`config.mk`:
```
export PLATFORM = sky130hd
export DESIGN_NAME = hall_key_velocity_tracker_flat
export DESIGN_NICKNAME = d
export VERILOG_FILES = /design/src/rtl/hkv_pkg.sv /design/src/rtl/hkv_intf.sv /design/src/rtl/hkv_div.sv /design/src/rtl/hall_key_velocity_tracker.sv /design/src/flat_wrapper.sv
export SDC_FILE = /design/constraint.sdc
export NUM_CORES = 2
export LEC_CHECK = 0
export ABC_AREA = 1
export ABC_CLOCK_PERIOD_IN_PS = 8350
export BUFFER_PORTS_ARGS = -buffer_cell sky130_fd_sc_hd__buf_2
export CORE_ASPECT_RATIO = 0.9
export CORE_UTILIZATION = 55
export DETAILED_ROUTE_END_ITERATION = 7
export PLACE_DENSITY = 0.74
export RECOVER_POWER = 100
export SLEW_MARGIN = 20
export SYNTH_ARGS = -nofsm -noshare
export SYNTH_HDL_FRONTEND = slang
export SYNTH_HIERARCHICAL = 1
export SYNTH_SLANG_ARGS = --single-unit
```
`constraint.sdc`:
```
create_clock -name clock -period 8.35 [get_ports clock]
set_input_delay 0.835 -clock clock [delete_from_list [all_inputs] [get_ports clock]]
set_output_delay 0.835 -clock clock [all_outputs]
set_load 0.1 [all_outputs]
```
`src/rtl/hkv_pkg.sv`:
```
// ----------------------------------------------------------------------------
// hkv_pkg
// Shared widths, constants, codes and types for the Hall key velocity tracker.
// ----------------------------------------------------------------------------
`default_nettype none

package hkv_pkg;

   // field widths
   localparam int KIND_W   = 2;
   localparam int KEY_W    = 5;
   localparam int SAMPLE_W = 12;
   localparam int TIME_W   = 64;
   localparam int CENTER_W = 14;
   localparam int GAIN_W   = 13;
   localparam int DIST_W   = 16;
   localparam int LEVEL_W  = 8;

   // internal arithmetic widths
   localparam int OFFSET_W    = 14;   // |reading - center|
   localparam int PROD_W      = 20;   // gain * 100
   localparam int DIV_W       = 26;   // shared divider operand width
   localparam int DIGIT_BITS  = 2;    // quotient bits per divider cycle
   localparam int DIGIT_CNT_W = 4;
   localparam int LEVEL_X_W   = 9;    // distance above base, below saturation
   localparam int LEVEL_PRE   = 4;    // divide by 16 ahead of the divide by 25
   localparam int LEVEL_Y_W   = LEVEL_X_W + LEVEL_W;
   localparam int LEVEL_Z_W   = LEVEL_Y_W - LEVEL_PRE;
   localparam int LEVEL_P_W   = 2 * LEVEL_Z_W;

   // divider digit counts: distance quotient 20 bits, speed quotient 26 bits
   localparam logic [DIGIT_CNT_W-1:0] DIGITS_DIST  = 4'd10;
   localparam logic [DIGIT_CNT_W-1:0] DIGITS_SPEED = 4'd13;

   // scale factors and limits
   localparam logic [PROD_W-1:0]    GAIN_SCALE  = 20'd100;
   localparam logic [DIV_W-1:0]     SPEED_SCALE = 26'd1000;
   localparam logic [DIST_W-1:0]    DIST_MAX    = 16'hFFFF;
   localparam logic [DIST_W-1:0]    LEVEL_BASE  = 16'd100;
   localparam logic [DIST_W-1:0]    LEVEL_SAT   = 16'd402;
   localparam logic [LEVEL_W-1:0]   LEVEL_MAX   = 8'd255;
   localparam logic [LEVEL_P_W-1:0] RECIP_25    = 26'd5243;
   localparam int                   RECIP_SHIFT = 17;

   // configuration port
   localparam int ADDR_W = 3;
   localparam int DATA_W = 32;
   localparam int CFG_W  = 16;
   localparam logic [DIST_W-1:0] PRESS_RESET   = 16'd250;
   localparam logic [DIST_W-1:0] RELEASE_RESET = 16'd300;
   localparam logic REG_PRESS   = 1'b0;
   localparam logic REG_RELEASE = 1'b1;

   // request kinds
   typedef enum logic [KIND_W-1:0] {
      KIND_FRAME  = 2'd0,
      KIND_SAMPLE = 2'd1,
      KIND_LOAD   = 2'd2
   } kind_type;

   // sequencer states
   typedef enum logic [2:0] {
      ST_IDLE,
      ST_FETCH,
      ST_DIST,
      ST_JUDGE,
      ST_PREP,
      ST_SPEED,
      ST_FINISH
   } state_type;

   // divider start control
   typedef struct packed {
      logic                   start;
      logic [DIGIT_CNT_W-1:0] digits;
   } div_ctl_type;

endpackage

`default_nettype wire

```
`src/rtl/hkv_intf.sv`:
```
// ----------------------------------------------------------------------------
// hkv_intf
// Request and response channel interfaces with valid/ready handshake.
// ----------------------------------------------------------------------------
`default_nettype none

interface hkv_req_intf;
   logic                                valid;
   logic                                ready;
   logic [hkv_pkg::KIND_W-1:0]          kind;
   logic [hkv_pkg::KEY_W-1:0]           key;
   logic [hkv_pkg::SAMPLE_W-1:0]        sample_value;
   logic [hkv_pkg::TIME_W-1:0]          timestamp;
   logic signed [hkv_pkg::CENTER_W-1:0] center_value;
   logic [hkv_pkg::GAIN_W-1:0]          field_gain;

   modport source (output valid, kind, key, sample_value, timestamp, center_value,
                   field_gain, input ready);
   modport sink (input valid, kind, key, sample_value, timestamp, center_value,
                 field_gain, output ready);
endinterface

interface hkv_rsp_intf;
   logic                        valid;
   logic                        ready;
   logic [hkv_pkg::KEY_W-1:0]   out_key;
   logic                        is_pressed;
   logic                        event_res;
   logic [hkv_pkg::DIST_W-1:0]  speed;
   logic [hkv_pkg::DIST_W-1:0]  distance;
   logic [hkv_pkg::LEVEL_W-1:0] analog_level;

   modport source (output valid, out_key, is_pressed, event_res, speed, distance,
                   analog_level, input ready);
   modport sink (input valid, out_key, is_pressed, event_res, speed, distance,
                 analog_level, output ready);
endinterface

`default_nettype wire

```
`src/rtl/hkv_div.sv`:
```
// ----------------------------------------------------------------------------
// hkv_div
// Shared restoring divider, two quotient bits per cycle. The dividend shifts
// out of the top of a shift register into the partial remainder while the
// quotient shifts in at the bottom. done pulses as the last digit is registered.
// ----------------------------------------------------------------------------
`default_nettype none

module hkv_div (
   input  logic                        clock,
   input  logic                        reset,
   input  hkv_pkg::div_ctl_type        ctl,
   input  logic [hkv_pkg::DIV_W-1:0]   dividend,
   input  logic [hkv_pkg::DIV_W-1:0]   divisor,
   output logic                        done,
   output logic [hkv_pkg::DIV_W-1:0]   quotient
);
   import hkv_pkg::*;

   logic [DIV_W:0]         rem_ff, rem_in;
   logic [DIV_W-1:0]       num_ff, num_in;
   logic [DIV_W-1:0]       quo_ff, quo_in;
   logic [DIV_W-1:0]       div_ff;
   logic [DIGIT_CNT_W-1:0] cnt_ff;
   logic                   busy_ff;
   logic                   done_ff;

   // one digit: shift in two dividend bits, trial subtract each
   always_comb begin
      rem_in = rem_ff;
      num_in = num_ff;
      quo_in = quo_ff;
      for (int i = 0; i < DIGIT_BITS; i++) begin
         rem_in = {rem_in[DIV_W-1:0], num_in[DIV_W-1]};
         num_in = {num_in[DIV_W-2:0], 1'b0};
         if (rem_in >= {1'b0, div_ff}) begin
            rem_in = rem_in - {1'b0, div_ff};
            quo_in = {quo_in[DIV_W-2:0], 1'b1};
         end else begin
            quo_in = {quo_in[DIV_W-2:0], 1'b0};
         end
      end
   end

   // digit counter and completion
   always_ff @(posedge clock) begin
      if (reset) begin
         busy_ff <= 1'b0;
         done_ff <= 1'b0;
         cnt_ff  <= '0;
      end else begin
         done_ff <= 1'b0;
         if (ctl.start) begin
            busy_ff <= 1'b1;
            cnt_ff  <= ctl.digits;
         end else if (busy_ff) begin
            cnt_ff <= cnt_ff - DIGIT_CNT_W'(1);
            if (cnt_ff == DIGIT_CNT_W'(1)) begin
               busy_ff <= 1'b0;
               done_ff <= 1'b1;
            end
         end
      end
   end

   // operand shift registers
   always_ff @(posedge clock) begin
      if (ctl.start) begin
         rem_ff <= '0;
         num_ff <= dividend;
         quo_ff <= '0;
         div_ff <= divisor;
      end else if (busy_ff) begin
         rem_ff <= rem_in;
         num_ff <= num_in;
         quo_ff <= quo_in;
      end
   end

   assign done     = done_ff;
   assign quotient = quo_ff;

endmodule

`default_nettype wire

```
`src/rtl/hall_key_velocity_tracker.sv`:
```
// ----------------------------------------------------------------------------
// hall_key_velocity_tracker
// Per-key Hall sensor press/release tracker with distance and velocity.
// ----------------------------------------------------------------------------
// Usage:
//   req_chan carries one request at a time: a frame tick (shifts the frame
//   time history, no response), a key sample, or a key baseline load (no
//   response). Requests for keys beyond KEY_COUNT and the unused kind are dropped.
//   rsp_chan returns one response per key sample: press state, event flag,
//   velocity, distance and a 0..255 analog level.
//   A sample runs the distance division and, on a press or release only, the
//   velocity division on the shared two-bit-per-cycle divider (10 digits for
//   the distance, 13 for the velocity). req_chan.ready is high only while no
//   request is in progress. The response sits in an output register; the next
//   request is taken while it waits, and a later sample holds in its last step
//   until it is taken. The user must write thresholds over the APB-style port
//   only while the block is idle; the block itself does not enforce it.
//   Reset is synchronous: thresholds return to 250 and 300, frame times and
//   all per-key state read as zero (one valid bit per key), no clearing pass.
// ----------------------------------------------------------------------------
`default_nettype none

module hall_key_velocity_tracker #(
   parameter int KEY_COUNT     = 32,
   parameter int HISTORY_DEPTH = 3
) (
   input  logic                        clock,
   input  logic                        reset,
   hkv_req_intf.sink                   req_chan,
   hkv_rsp_intf.source                 rsp_chan,
   input  logic                        psel,
   input  logic                        penable,
   input  logic                        pwrite,
   input  logic [hkv_pkg::ADDR_W-1:0]  paddr,
   input  logic [hkv_pkg::DATA_W-1:0]  pwdata,
   output logic [hkv_pkg::DATA_W-1:0]  prdata,
   output logic                        pready
);
   import hkv_pkg::*;

   localparam int KW = (KEY_COUNT > 1) ? $clog2(KEY_COUNT) : 1;
   localparam int HW = HISTORY_DEPTH * DIST_W;
   localparam int RW = 1 + CENTER_W + GAIN_W + DIST_W + HW;
   localparam int KEY_CMP_W = 8;
   localparam int DIST_PAD = DIV_W - PROD_W;

   // configuration registers
   logic [DIST_W-1:0] press_ff;
   logic [DIST_W-1:0] release_ff;

   // frame time history
   logic [TIME_W-1:0] now_time_ff;
   logic [TIME_W-1:0] past_ff [HISTORY_DEPTH];

   // per-key record store
   logic [RW-1:0]        mem [KEY_COUNT];
   logic [KEY_COUNT-1:0] key_valid_ff;
   logic [RW-1:0]        mem_q_ff;
   logic                 row_valid_ff;

   // sequencer
   state_type state_ff, state_in;
   logic      req_ready;
   logic      capture;
   logic      frame_shift;
   logic      mem_we;
   logic      out_load;
   logic      key_ok;

   // latched request
   logic [KEY_W-1:0]    key_ff;
   logic                is_load_ff;
   logic [SAMPLE_W-1:0] sample_ff;
   logic [CENTER_W-1:0] center_ld_ff;
   logic [GAIN_W-1:0]   gain_ld_ff;

   // datapath registers
   logic              zero_ff;
   logic [DIST_W-1:0] dist_ff;
   logic              event_ff;
   logic              pressed_new_ff;
   logic [DIST_W-1:0] delta_ff;
   logic [LEVEL_W-1:0] level_ff;
   logic [DIST_W-1:0] speed_ff;
   logic              intv_zero_ff;
   logic              intv_big_ff;
   logic [DIV_W-1:0]  intv_lo_ff;

   // output register
   logic               rsp_valid_ff;
   logic [KEY_W-1:0]   out_key_ff;
   logic               is_pressed_ff;
   logic               event_res_ff;
   logic [DIST_W-1:0]  speed_out_ff;
   logic [DIST_W-1:0]  dist_out_ff;
   logic [LEVEL_W-1:0] level_out_ff;

   // combinational datapath
   logic [RW-1:0]       row;
   logic                row_pressed;
   logic [CENTER_W-1:0] row_center;
   logic [GAIN_W-1:0]   row_gain;
   logic [DIST_W-1:0]   row_speed;
   logic [HW-1:0]       row_hist;
   logic [DIST_W-1:0]   oldest;
   logic signed [CENTER_W:0] diff;
   logic [OFFSET_W-1:0] offset;
   logic [PROD_W-1:0]   gain_prod;
   logic [DIST_W-1:0]   dist_q;
   logic                event_now;
   logic [DIST_W-1:0]   delta_now;
   logic [DIST_W-1:0]   level_x;
   logic [LEVEL_Y_W-1:0] level_y;
   logic [LEVEL_Z_W-1:0] level_z;
   logic [LEVEL_P_W-1:0] level_p;
   logic [LEVEL_W-1:0]  level_now;
   logic [TIME_W-1:0]   intv;
   logic [DIST_W-1:0]   speed_res;
   logic [DIV_W-1:0]    speed_num;
   logic [KW-1:0]       rd_addr;
   logic [KW-1:0]       wr_addr;
   logic [RW-1:0]       wr_data;

   // divider hookup
   div_ctl_type      div_ctl;
   logic [DIV_W-1:0] div_dividend;
   logic [DIV_W-1:0] div_divisor;
   logic             div_done;
   logic [DIV_W-1:0] div_q;

   hkv_div u_div (
      .clock    (clock),
      .reset    (reset),
      .ctl      (div_ctl),
      .dividend (div_dividend),
      .divisor  (div_divisor),
      .done     (div_done),
      .quotient (div_q)
   );

   // configuration port
   assign pready = 1'b1;

   always_ff @(posedge clock) begin
      if (reset) begin
         press_ff   <= PRESS_RESET;
         release_ff <= RELEASE_RESET;
      end else if (psel && penable && pwrite) begin
         case (paddr[ADDR_W-1])
            REG_PRESS:   press_ff   <= pwdata[CFG_W-1:0];
            REG_RELEASE: release_ff <= pwdata[CFG_W-1:0];
            default: ;
         endcase
      end
   end

   always_comb begin
      case (paddr[ADDR_W-1])
         REG_PRESS:   prdata = DATA_W'(press_ff);
         REG_RELEASE: prdata = DATA_W'(release_ff);
         default:     prdata = '0;
      endcase
   end

   // request decode
   assign key_ok      = KEY_CMP_W'(req_chan.key) < KEY_CMP_W'(KEY_COUNT);
   assign frame_shift = req_ready && req_chan.valid && (req_chan.kind == KIND_FRAME);
   assign capture     = req_ready && req_chan.valid && key_ok &&
                        ((req_chan.kind == KIND_SAMPLE) || (req_chan.kind == KIND_LOAD));
   assign rd_addr     = KW'(req_chan.key);
   assign wr_addr     = KW'(key_ff);
   assign req_chan.ready = req_ready;

   // frame time shift line
   always_ff @(posedge clock) begin
      if (reset) begin
         now_time_ff <= '0;
         for (int i = 0; i < HISTORY_DEPTH; i++) past_ff[i] <= '0;
      end else if (frame_shift) begin
         now_time_ff <= req_chan.timestamp;
         past_ff[0]  <= now_time_ff;
         for (int i = 1; i < HISTORY_DEPTH; i++) past_ff[i] <= past_ff[i-1];
      end
   end

   // latch request fields
   always_ff @(posedge clock) begin
      if (capture) begin
         key_ff       <= req_chan.key;
         is_load_ff   <= (req_chan.kind == KIND_LOAD);
         sample_ff    <= req_chan.sample_value;
         center_ld_ff <= req_chan.center_value;
         gain_ld_ff   <= req_chan.field_gain;
      end
   end

   // key record store, registered read
   always_ff @(posedge clock) begin
      if (capture) begin
         mem_q_ff     <= mem[rd_addr];
         row_valid_ff <= key_valid_ff[rd_addr];
      end
      if (mem_we) begin
         mem[wr_addr] <= wr_data;
      end
   end

   always_ff @(posedge clock) begin
      if (reset) begin
         key_valid_ff <= '0;
      end else if (mem_we) begin
         key_valid_ff[wr_addr] <= 1'b1;
      end
   end

   // record fields, unwritten keys read as zero
   assign row         = row_valid_ff ? mem_q_ff : '0;
   assign row_pressed = row[RW-1];
   assign row_center  = row[RW-2 -: CENTER_W];
   assign row_gain    = row[RW-2-CENTER_W -: GAIN_W];
   assign row_speed   = row[RW-2-CENTER_W-GAIN_W -: DIST_W];
   assign row_hist    = row[HW-1:0];
   assign oldest      = row_hist[HW-1 -: DIST_W];

   // offset and distance numerator
   assign diff      = $signed({3'b000, sample_ff}) - $signed({row_center[CENTER_W-1], row_center});
   assign offset    = diff[CENTER_W] ? OFFSET_W'(-diff) : OFFSET_W'(diff);
   assign gain_prod = PROD_W'(row_gain) * GAIN_SCALE;
   assign dist_q    = zero_ff ? DIST_MAX : div_q[DIST_W-1:0];

   // hysteresis and distance change
   assign event_now = row_pressed ? (dist_ff >= release_ff) : (dist_ff <= press_ff);
   assign delta_now = (dist_ff >= oldest) ? (dist_ff - oldest) : (oldest - dist_ff);

   // analog level: (d-100)*255/400 as ((x*256-x)/16)/25 by reciprocal
   assign level_x = dist_ff - LEVEL_BASE;
   assign level_y = {level_x[LEVEL_X_W-1:0], {LEVEL_W{1'b0}}} -
                    LEVEL_Y_W'(level_x[LEVEL_X_W-1:0]);
   assign level_z = level_y[LEVEL_Y_W-1:LEVEL_PRE];
   assign level_p = LEVEL_P_W'(level_z) * RECIP_25;

   always_comb begin
      if (dist_ff < LEVEL_BASE) begin
         level_now = '0;
      end else if (level_x >= LEVEL_SAT) begin
         level_now = LEVEL_MAX;
      end else begin
         level_now = level_p[RECIP_SHIFT +: LEVEL_W];
      end
   end

   // frame interval and speed
   assign intv      = now_time_ff - past_ff[HISTORY_DEPTH-1];
   assign speed_num = DIV_W'(delta_ff) * SPEED_SCALE;
   assign speed_res = intv_zero_ff ? DIST_MAX :
                      intv_big_ff  ? '0 : div_q[DIST_W-1:0];

   // divider operands
   always_comb begin
      if (state_ff == ST_FETCH) begin
         div_dividend = {gain_prod, {DIST_PAD{1'b0}}};
         div_divisor  = DIV_W'(offset);
      end else begin
         div_dividend = speed_num;
         div_divisor  = intv_lo_ff;
      end
   end

   // record write data: baseline load or end of sample
   always_comb begin
      if (state_ff == ST_FETCH) begin
         wr_data = {row_pressed, center_ld_ff, gain_ld_ff, row_speed, row_hist};
      end else begin
         wr_data = {pressed_new_ff, row_center, row_gain, speed_ff,
                    HW'({row_hist, dist_ff})};
      end
   end

   // sequencer state register
   always_ff @(posedge clock) begin
      if (reset) begin
         state_ff <= ST_IDLE;
      end else begin
         state_ff <= state_in;
      end
   end

   // sequencer next state and controls
   always_comb begin
      state_in  = state_ff;
      req_ready = 1'b0;
      div_ctl   = '0;
      mem_we    = 1'b0;
      out_load  = 1'b0;
      case (state_ff)
         ST_IDLE: begin
            req_ready = 1'b1;
            if (capture) state_in = ST_FETCH;
         end
         ST_FETCH: begin
            if (is_load_ff) begin
               mem_we   = 1'b1;
               state_in = ST_IDLE;
            end else begin
               div_ctl.start  = 1'b1;
               div_ctl.digits = DIGITS_DIST;
               state_in       = ST_DIST;
            end
         end
         ST_DIST: begin
            if (div_done) state_in = ST_JUDGE;
         end
         ST_JUDGE: begin
            state_in = ST_PREP;
         end
         ST_PREP: begin
            if (event_ff) begin
               div_ctl.start  = 1'b1;
               div_ctl.digits = DIGITS_SPEED;
               state_in       = ST_SPEED;
            end else begin
               state_in = ST_FINISH;
            end
         end
         ST_SPEED: begin
            if (div_done) state_in = ST_FINISH;
         end
         ST_FINISH: begin
            if (!rsp_valid_ff || rsp_chan.ready) begin
               mem_we   = 1'b1;
               out_load = 1'b1;
               state_in = ST_IDLE;
            end
         end
         default: state_in = ST_IDLE;
      endcase
   end

   // sample datapath registers
   always_ff @(posedge clock) begin
      case (state_ff)
         ST_FETCH: begin
            zero_ff <= (offset == '0);
         end
         ST_DIST: begin
            if (div_done) dist_ff <= dist_q;
         end
         ST_JUDGE: begin
            event_ff       <= event_now;
            pressed_new_ff <= row_pressed ^ event_now;
            delta_ff       <= delta_now;
            level_ff       <= level_now;
            intv_zero_ff   <= (intv == '0);
            intv_big_ff    <= |intv[TIME_W-1:DIV_W];
            intv_lo_ff     <= intv[DIV_W-1:0];
         end
         ST_PREP: begin
            if (!event_ff) speed_ff <= row_speed;
         end
         ST_SPEED: begin
            if (div_done) speed_ff <= speed_res;
         end
         default: ;
      endcase
   end

   // response output register
   always_ff @(posedge clock) begin
      if (reset) begin
         rsp_valid_ff <= 1'b0;
      end else if (out_load) begin
         rsp_valid_ff <= 1'b1;
      end else if (rsp_chan.ready) begin
         rsp_valid_ff <= 1'b0;
      end
   end

   always_ff @(posedge clock) begin
      if (out_load) begin
         out_key_ff    <= key_ff;
         is_pressed_ff <= pressed_new_ff;
         event_res_ff  <= event_ff;
         speed_out_ff  <= speed_ff;
         dist_out_ff   <= dist_ff;
         level_out_ff  <= level_ff;
      end
   end

   assign rsp_chan.valid        = rsp_valid_ff;
   assign rsp_chan.out_key      = out_key_ff;
   assign rsp_chan.is_pressed   = is_pressed_ff;
   assign rsp_chan.event_res    = event_res_ff;
   assign rsp_chan.speed        = speed_out_ff;
   assign rsp_chan.distance     = dist_out_ff;
   assign rsp_chan.analog_level = level_out_ff;

   // divider finishes only where the sequencer waits for it
   a_div_done_state: assert property (@(posedge clock) disable iff (reset)
      div_done |-> (state_ff == ST_DIST || state_ff == ST_SPEED))
      else $error("divider finished outside a wait state");

   // velocity division runs only after a press or release
   a_speed_on_event: assert property (@(posedge clock) disable iff (reset)
      (state_ff == ST_SPEED) |-> event_ff)
      else $error("velocity computed without an event");

   // a finished sample holds while the previous response is still waiting
   a_finish_holds: assert property (@(posedge clock) disable iff (reset)
      (state_ff == ST_FINISH && rsp_valid_ff && !rsp_chan.ready)
         |=> (state_ff == ST_FINISH && $stable(dist_ff)))
      else $error("sample left its last step while the response stalled");

endmodule

`default_nettype wire

```
`src/flat_wrapper.sv`:
```
// flat-port wrapper written by rule: the top's interface ports become plain ports
module hall_key_velocity_tracker_flat import hkv_pkg::*;
#(
   parameter int KEY_COUNT     = 32,
   parameter int HISTORY_DEPTH = 3
)
  (clock, reset, psel, penable, pwrite, paddr, pwdata, prdata, pready, req_chan_valid, req_chan_kind, req_chan_key, req_chan_sample_value, req_chan_timestamp, req_chan_center_value, req_chan_field_gain, req_chan_ready, rsp_chan_valid, rsp_chan_out_key, rsp_chan_is_pressed, rsp_chan_event_res, rsp_chan_speed, rsp_chan_distance, rsp_chan_analog_level, rsp_chan_ready);
  hkv_req_intf req_chan_i ();
  hkv_rsp_intf rsp_chan_i ();
  input  logic clock;
  input  logic reset;
  input  logic psel;
  input  logic penable;
  input  logic pwrite;
  input  logic [hkv_pkg::ADDR_W-1:0] paddr;
  input  logic [hkv_pkg::DATA_W-1:0] pwdata;
  output logic [hkv_pkg::DATA_W-1:0] prdata;
  output logic pready;
  input wire logic [$bits(req_chan_i.valid)-1:0] req_chan_valid;
  input wire logic [$bits(req_chan_i.kind)-1:0] req_chan_kind;
  input wire logic [$bits(req_chan_i.key)-1:0] req_chan_key;
  input wire logic [$bits(req_chan_i.sample_value)-1:0] req_chan_sample_value;
  input wire logic [$bits(req_chan_i.timestamp)-1:0] req_chan_timestamp;
  input wire logic [$bits(req_chan_i.center_value)-1:0] req_chan_center_value;
  input wire logic [$bits(req_chan_i.field_gain)-1:0] req_chan_field_gain;
  output wire logic [$bits(req_chan_i.ready)-1:0] req_chan_ready;
  output wire logic [$bits(rsp_chan_i.valid)-1:0] rsp_chan_valid;
  output wire logic [$bits(rsp_chan_i.out_key)-1:0] rsp_chan_out_key;
  output wire logic [$bits(rsp_chan_i.is_pressed)-1:0] rsp_chan_is_pressed;
  output wire logic [$bits(rsp_chan_i.event_res)-1:0] rsp_chan_event_res;
  output wire logic [$bits(rsp_chan_i.speed)-1:0] rsp_chan_speed;
  output wire logic [$bits(rsp_chan_i.distance)-1:0] rsp_chan_distance;
  output wire logic [$bits(rsp_chan_i.analog_level)-1:0] rsp_chan_analog_level;
  input wire logic [$bits(rsp_chan_i.ready)-1:0] rsp_chan_ready;
  assign req_chan_i.valid = req_chan_valid;
  assign req_chan_i.kind = req_chan_kind;
  assign req_chan_i.key = req_chan_key;
  assign req_chan_i.sample_value = req_chan_sample_value;
  assign req_chan_i.timestamp = req_chan_timestamp;
  assign req_chan_i.center_value = req_chan_center_value;
  assign req_chan_i.field_gain = req_chan_field_gain;
  assign req_chan_ready = req_chan_i.ready;
  assign rsp_chan_valid = rsp_chan_i.valid;
  assign rsp_chan_out_key = rsp_chan_i.out_key;
  assign rsp_chan_is_pressed = rsp_chan_i.is_pressed;
  assign rsp_chan_event_res = rsp_chan_i.event_res;
  assign rsp_chan_speed = rsp_chan_i.speed;
  assign rsp_chan_distance = rsp_chan_i.distance;
  assign rsp_chan_analog_level = rsp_chan_i.analog_level;
  assign rsp_chan_i.ready = rsp_chan_ready;
  hall_key_velocity_tracker #(.KEY_COUNT(KEY_COUNT), .HISTORY_DEPTH(HISTORY_DEPTH)) u_core (.clock(clock), .reset(reset), .req_chan(req_chan_i), .rsp_chan(rsp_chan_i), .psel(psel), .penable(penable), .pwrite(pwrite), .paddr(paddr), .pwdata(pwdata), .prdata(prdata), .pready(pready));
endmodule
```
After elaboration in Yosys (flattened, before gate mapping) --
Memory sizes are Yosys's and may differ from the RTL's. A register that Yosys moved wholly into a read port is not among the register bits. Index checks and enable logic that the tools add are counted.
Storage, ports and cells: memory bits (read-only) 0, memory bits (writable) 3136, register bits after elaboration 412, memories 2, output and inout bits 82, word-level logic and storage cells 162, bits in latches 0
Operators by class: equal/unequal tests 14, add/sub/neg operators 10, shifts and indexed selects 0, reduce and logical (&&, ||, !) cells 23, order comparisons 10, bitwise operators 7, multiplexer cells 57, divide/modulo/power cells 0, $mul 3
Memory list:
- u_core.mem | depth 32, width 92, read ports 1, clocked after Yosys merged registers in 1, write ports 1, line hall_key_velocity_tracker.sv:56 | logic [RW-1:0] mem [KEY_COUNT];
- u_core.past_ff | depth 3, width 64, read ports 3, clocked after Yosys merged registers in 0, write ports 3, line hall_key_velocity_tracker.sv:53 | logic [TIME_W-1:0] past_ff [HISTORY_DEPTH];
Operator list (number):
- 64-bit two-way mux | 3
- 92-bit two-way mux | 2
- 26-bit two-way mux | 5
- 16-bit two-way mux | 5
- 64-bit zero test | 1
- 32-bit one-hot mux with 2 select lines | 1
- 64-bit subtractor | 1
- 27-bit by 26-bit >= comparator with 1-bit output | 2
- 26-bit subtractor | 2
- 38-bit OR reduction | 1
- 16-bit >= comparator | 2
- 32-bit OR | 1
- 16-bit one-hot mux with 2 select lines | 1
- 16-bit subtractor | 2
- 14-bit two-way mux | 2
- 13-bit by 13-bit multiplier with 25-bit output (second input constant) | 1
- 16-bit by 7-bit multiplier with 23-bit output (second input constant) | 1
- 1-bit two-way mux | 22
- 3-bit one-hot mux with 7 select lines | 1
- 13-bit by 5-bit multiplier with 18-bit output (second input constant) | 1
- 17-bit by 9-bit subtractor with 17-bit output | 1
- 16-bit by 9-bit >= comparator with 1-bit output (second input constant) | 1
- 16-bit <= comparator | 1
- 16-bit by 7-bit less-than comparator with 1-bit output (second input constant) | 1
- other kinds (37) | 63

Longest topological paths before layout --
word-level depth 8, depth in mapped cells 38

By module --
Netlist, hierarchy kept.
Modules (own cells, without submodules):
- hall_key_velocity_tracker | cells each 13271, times used 1, area an instance 153668.6 µm²
- hkv_div | cells each 1207, times used 1, area an instance 8438.1 µm²

Worst setup path before layout --
Ideal clock, no wire load.
kind register -> register, from reg u_core.state_ff[2], to mem u_core.past_ff[0][0], enable pin, path buffers 1, clock period less this slack 8.155 ns, cell stages (with the launch flop) 7, slack 0.195 ns, setup time 0.632 ns, data required time 7.718 ns, arrival 7.523 ns, cells stage by stage dfxtp_1 > nor2_1 > inv_1 > nor2_1 > nand3_1 > nand2_1 > clkbuf_1
RTL lines:
- start, declared | line hall_key_velocity_tracker.sv:62 | state_type state_ff, state_in;
- start signal, assigned | line hall_key_velocity_tracker.sv:284 | state_ff <= state_in;
- end, declared | line hall_key_velocity_tracker.sv:53

Final worst setup path --
from reg u_core.state_ff[1], to mem u_core/mem[8][82] (netlist bit), enable pin
On the way: word-level cells in the longest chain between the ends 4
Ends and longest elaborated chain:
- 3-bit equality test or 3-bit by 1-bit equality test with 1-bit output (tied branches) | line hall_key_velocity_tracker.sv:295 | case (state_ff)
- 1-bit one-hot mux with 2 select lines * | line hall_key_velocity_tracker.sv:295
- 1-bit two-way mux * | line hall_key_velocity_tracker.sv:203 | if (mem_we) begin
- 1-bit two-way mux (implied by the code) * | line hall_key_velocity_tracker.sv:204 | mem[wr_addr] <= wr_data;
- end, declared | line hall_key_velocity_tracker.sv:56
Every way passes the cells marked *; elsewhere a longest branch is shown, timed or not.

==> summary.txt <==
Placed design
  • I/O Buffers: 198
  • Cell Area, Placed: 167,000 sq um
  • Post-placement setup slack: 1030 ps
  • Dpl hpwl: 264,000 um
  • RePlAce Congestion: 0.976

Clock network
  • Sink Count: 3,640
  • Bufs on Longest Clock Path: 4
  • CTS H-tree depth: 5
  • Cts hold-fix bufs: 0
  • Clk_lat worst skew: 980 ps
  • Setup repair bufs after CTS: 0
  • Post-CTS resize count: 0
  • CTS tree: yes
  • Clock root cell: clkbuf_16
  • CTS Buf Count: 362
  • Worst-path clk slew: 60 ps

Floorplan
  • Die H: 516 um
  • Die Wd: 574 um
  • Initial core utilization: 55.4%
  • I/O pin count: 234
  • Die ar.: 296,000 sq um
  • Row cnt: 188
  • Core area: 292,000 sq um

Logic synthesis
  • Mapped Area: 162,000 sq um
  • Mean post-synth cell area: 11.2 sq um
  • Synth Warn #: 6
  • Synthesized instance count: 14.4k

STA
  • Final worst path period share: 97.4%
  • Setup_tns: 0 ps
  • Worst slew margin: -235%
  • Unrepaired setup endpoints after global routing: false
  • Crit path setup slack, layout: 219 ps
  • Setup Skew: 84.3 ps
  • # setup viols final: 0
  • Fin crit period: 8130 ps
  • Final Hold Viols: 0
  • Max Slew Vio Count: 7,528
  • Highest Clock Rate: 0.123 GHz
  • Slew @ Worst Pin: 5020 ps

Routing
  • Post-DRT Antenna Nets: 0
  • Vias/cell: 6.16
  • Aggregate routed wire length: 482,000 um
  • Pre-antenna DRT Iters: 7
  • Routed WL per cell: 25.9 um
  • Number of remaining DRC errors: 0
  • 1st-iter DRT viols: 18.1k
  • Vias: 115k

Run status
  • Result of the run: complete, but fails checks
  • Failing checks: capacitance limit, slew limit

Setup path
  • CP max FO: 33
  • CP Cell Sequence: inv_1, nor3_1, inv_1, nor2_1, a21oi_1, inv_1, nand3_1, nor2_1, clkbuf_1
  • Setup crit start kind: flop
  • Critical Path Max Stage Delay: 2660 ps
  • Crit-path slowest cell: clkbuf_1
  • Crit. End Element: flop
  • Worst EP required: 8830 ps
  • CP arrival: 8610 ps
  • Flop2flop setup slack: 220 ps
  • Most used cell, CP: inv_1
  • Crit Path Category: reg -> reg

Cells and area
  • Final nets: 15.1k
  • Share of layout cells above drive strength 1: 5.62%
  • Core Util, Final: 60.7%
  • Area growth, synth to finish: 9.50%
  • Final instance area: 177,000 sq um

Global routing
  • Pin count of the biggest net entering global routing: 205
  • Number of antenna violations at the first check in global routing: 29
  • Vias in the first global route: 105k
  • GRT overflow: 0
  • First-pass GRT wire length: 695,000 um
  • All-Layer GR Usage: 31.8%

Worst hold path
  • Hold WC Path Type: in -> reg

Power and ir drop
  • Worst vdd ir: 228 uV
  • Pwr dens: 265 nW/um^2
  • Pleak: 64.1 nW

Run
  • Maxcap violations: 183
## final cells by class
| cell class | count | area, sq um |
|---|---|---|
| Antenna cell | 6 | 15.0 |
| Clock buffer | 466 | 9640 |
| Clock inverter | 191 | 1950 |
| Fill cell | 22700 | 115000 |
| Inverter | 1255 | 4760 |
| Multi-Input combinational cell | 8760 | 46300 |
| Sequential cell | 3640 | 108000 |
| Tap cell | 3895 | 4870 |
| Timing Repair Buffer | 391 | 2040 |
## report_power, final
group	internal (W)	switching, W
Clock	0.00896	0.00700
Combinational	0.00216	0.00647
Sequential	0.0222	0.000265
Total	0.0333	0.0137
## registers in the layout, summed over array words and instances (netlist names), 14 cells and up
signal and cells:
u_core/rsp_chan.speed 16, u_core/intv_lo_ff 26, u_core/now_time_ff 64, u_core/u_div/div_ff 26, u_core/u_div/num_ff 26, u_core/key_valid_ff 32, u_core/delta_ff 16, u_core/speed_ff 16
u_core/mem_q_ff 92, u_core/release_ff 16, u_core/mem 2944, u_core/u_div/quotient 16, u_core/dist_ff 16, u_core/past_ff 192, u_core/center_ld_ff 14, u_core/rsp_chan.distance 16
u_core/u_div/rem_ff 26, u_core/press_ff 16
## path summary, 6_finish.rpt
kind / start / end / cells after the start
max: u_core/state_ff[1] / u_core/mem[8][82] / 9
min: req_chan_center_value[5] / u_core/center_ld_ff[5] / 1
max reg2reg: u_core/state_ff[1] / u_core/mem[8][82] / 9
min reg2reg: u_core/level_ff[0] / u_core/rsp_chan.analog_level[0] / 0
## stage by stage
step | total power (W) | hold slack [ps] | instances
after detailed placement | 0.0312 | 416 | 17900
after global routing | 0.0486 | 46.2 | 18600
after CTS | 0.0469 | 13.7 | 18600
after floorplan | 0.0284 | 400 | 14500
after global placement | 0.0311 | 421 | 17900
final | 0.0470 | 54.2 | 18600
## layout by cell type, fill, tap and decap left out, drive strengths merged, types with 30 or more instances in the layout
cell	count
o21bai	38
o221ai	61
nor3	56
o22ai	890
edfxtp	3460
buf	167
fa	119
nand3	311
nand2	1651
nor2	2418
clkbuf	690
clkinv	147
nand4	100
o31ai	30
xnor2	41
dfxtp	180
o21ai	2101
ha	382
a21oi	324
xor2	79
inv	1266
## per-layer routing
layer  global-route usage (%)  vias to the layer above  share of wire [%]
li1                         -                    50900                  -
met1                     45.2                    55100                 39
met2                     48.1                     7524                 44
met3                     6.25                     1093                 13
met4                     13.1                       18                4.3
met5                        0                        -              0.022
## critical path, delay by kind of cell, from the launching register on
| kind | cells | cell delay (ps) |
|---|---|---|
| and+or+nand+nor | 4 | 4030 |
| DFF | 1 | 440 |
| AOI/OAI and AO/OA | 1 | 140 |
| buffers and inverters | 4 | 3000 |
(Power assumes the default switching activity.)
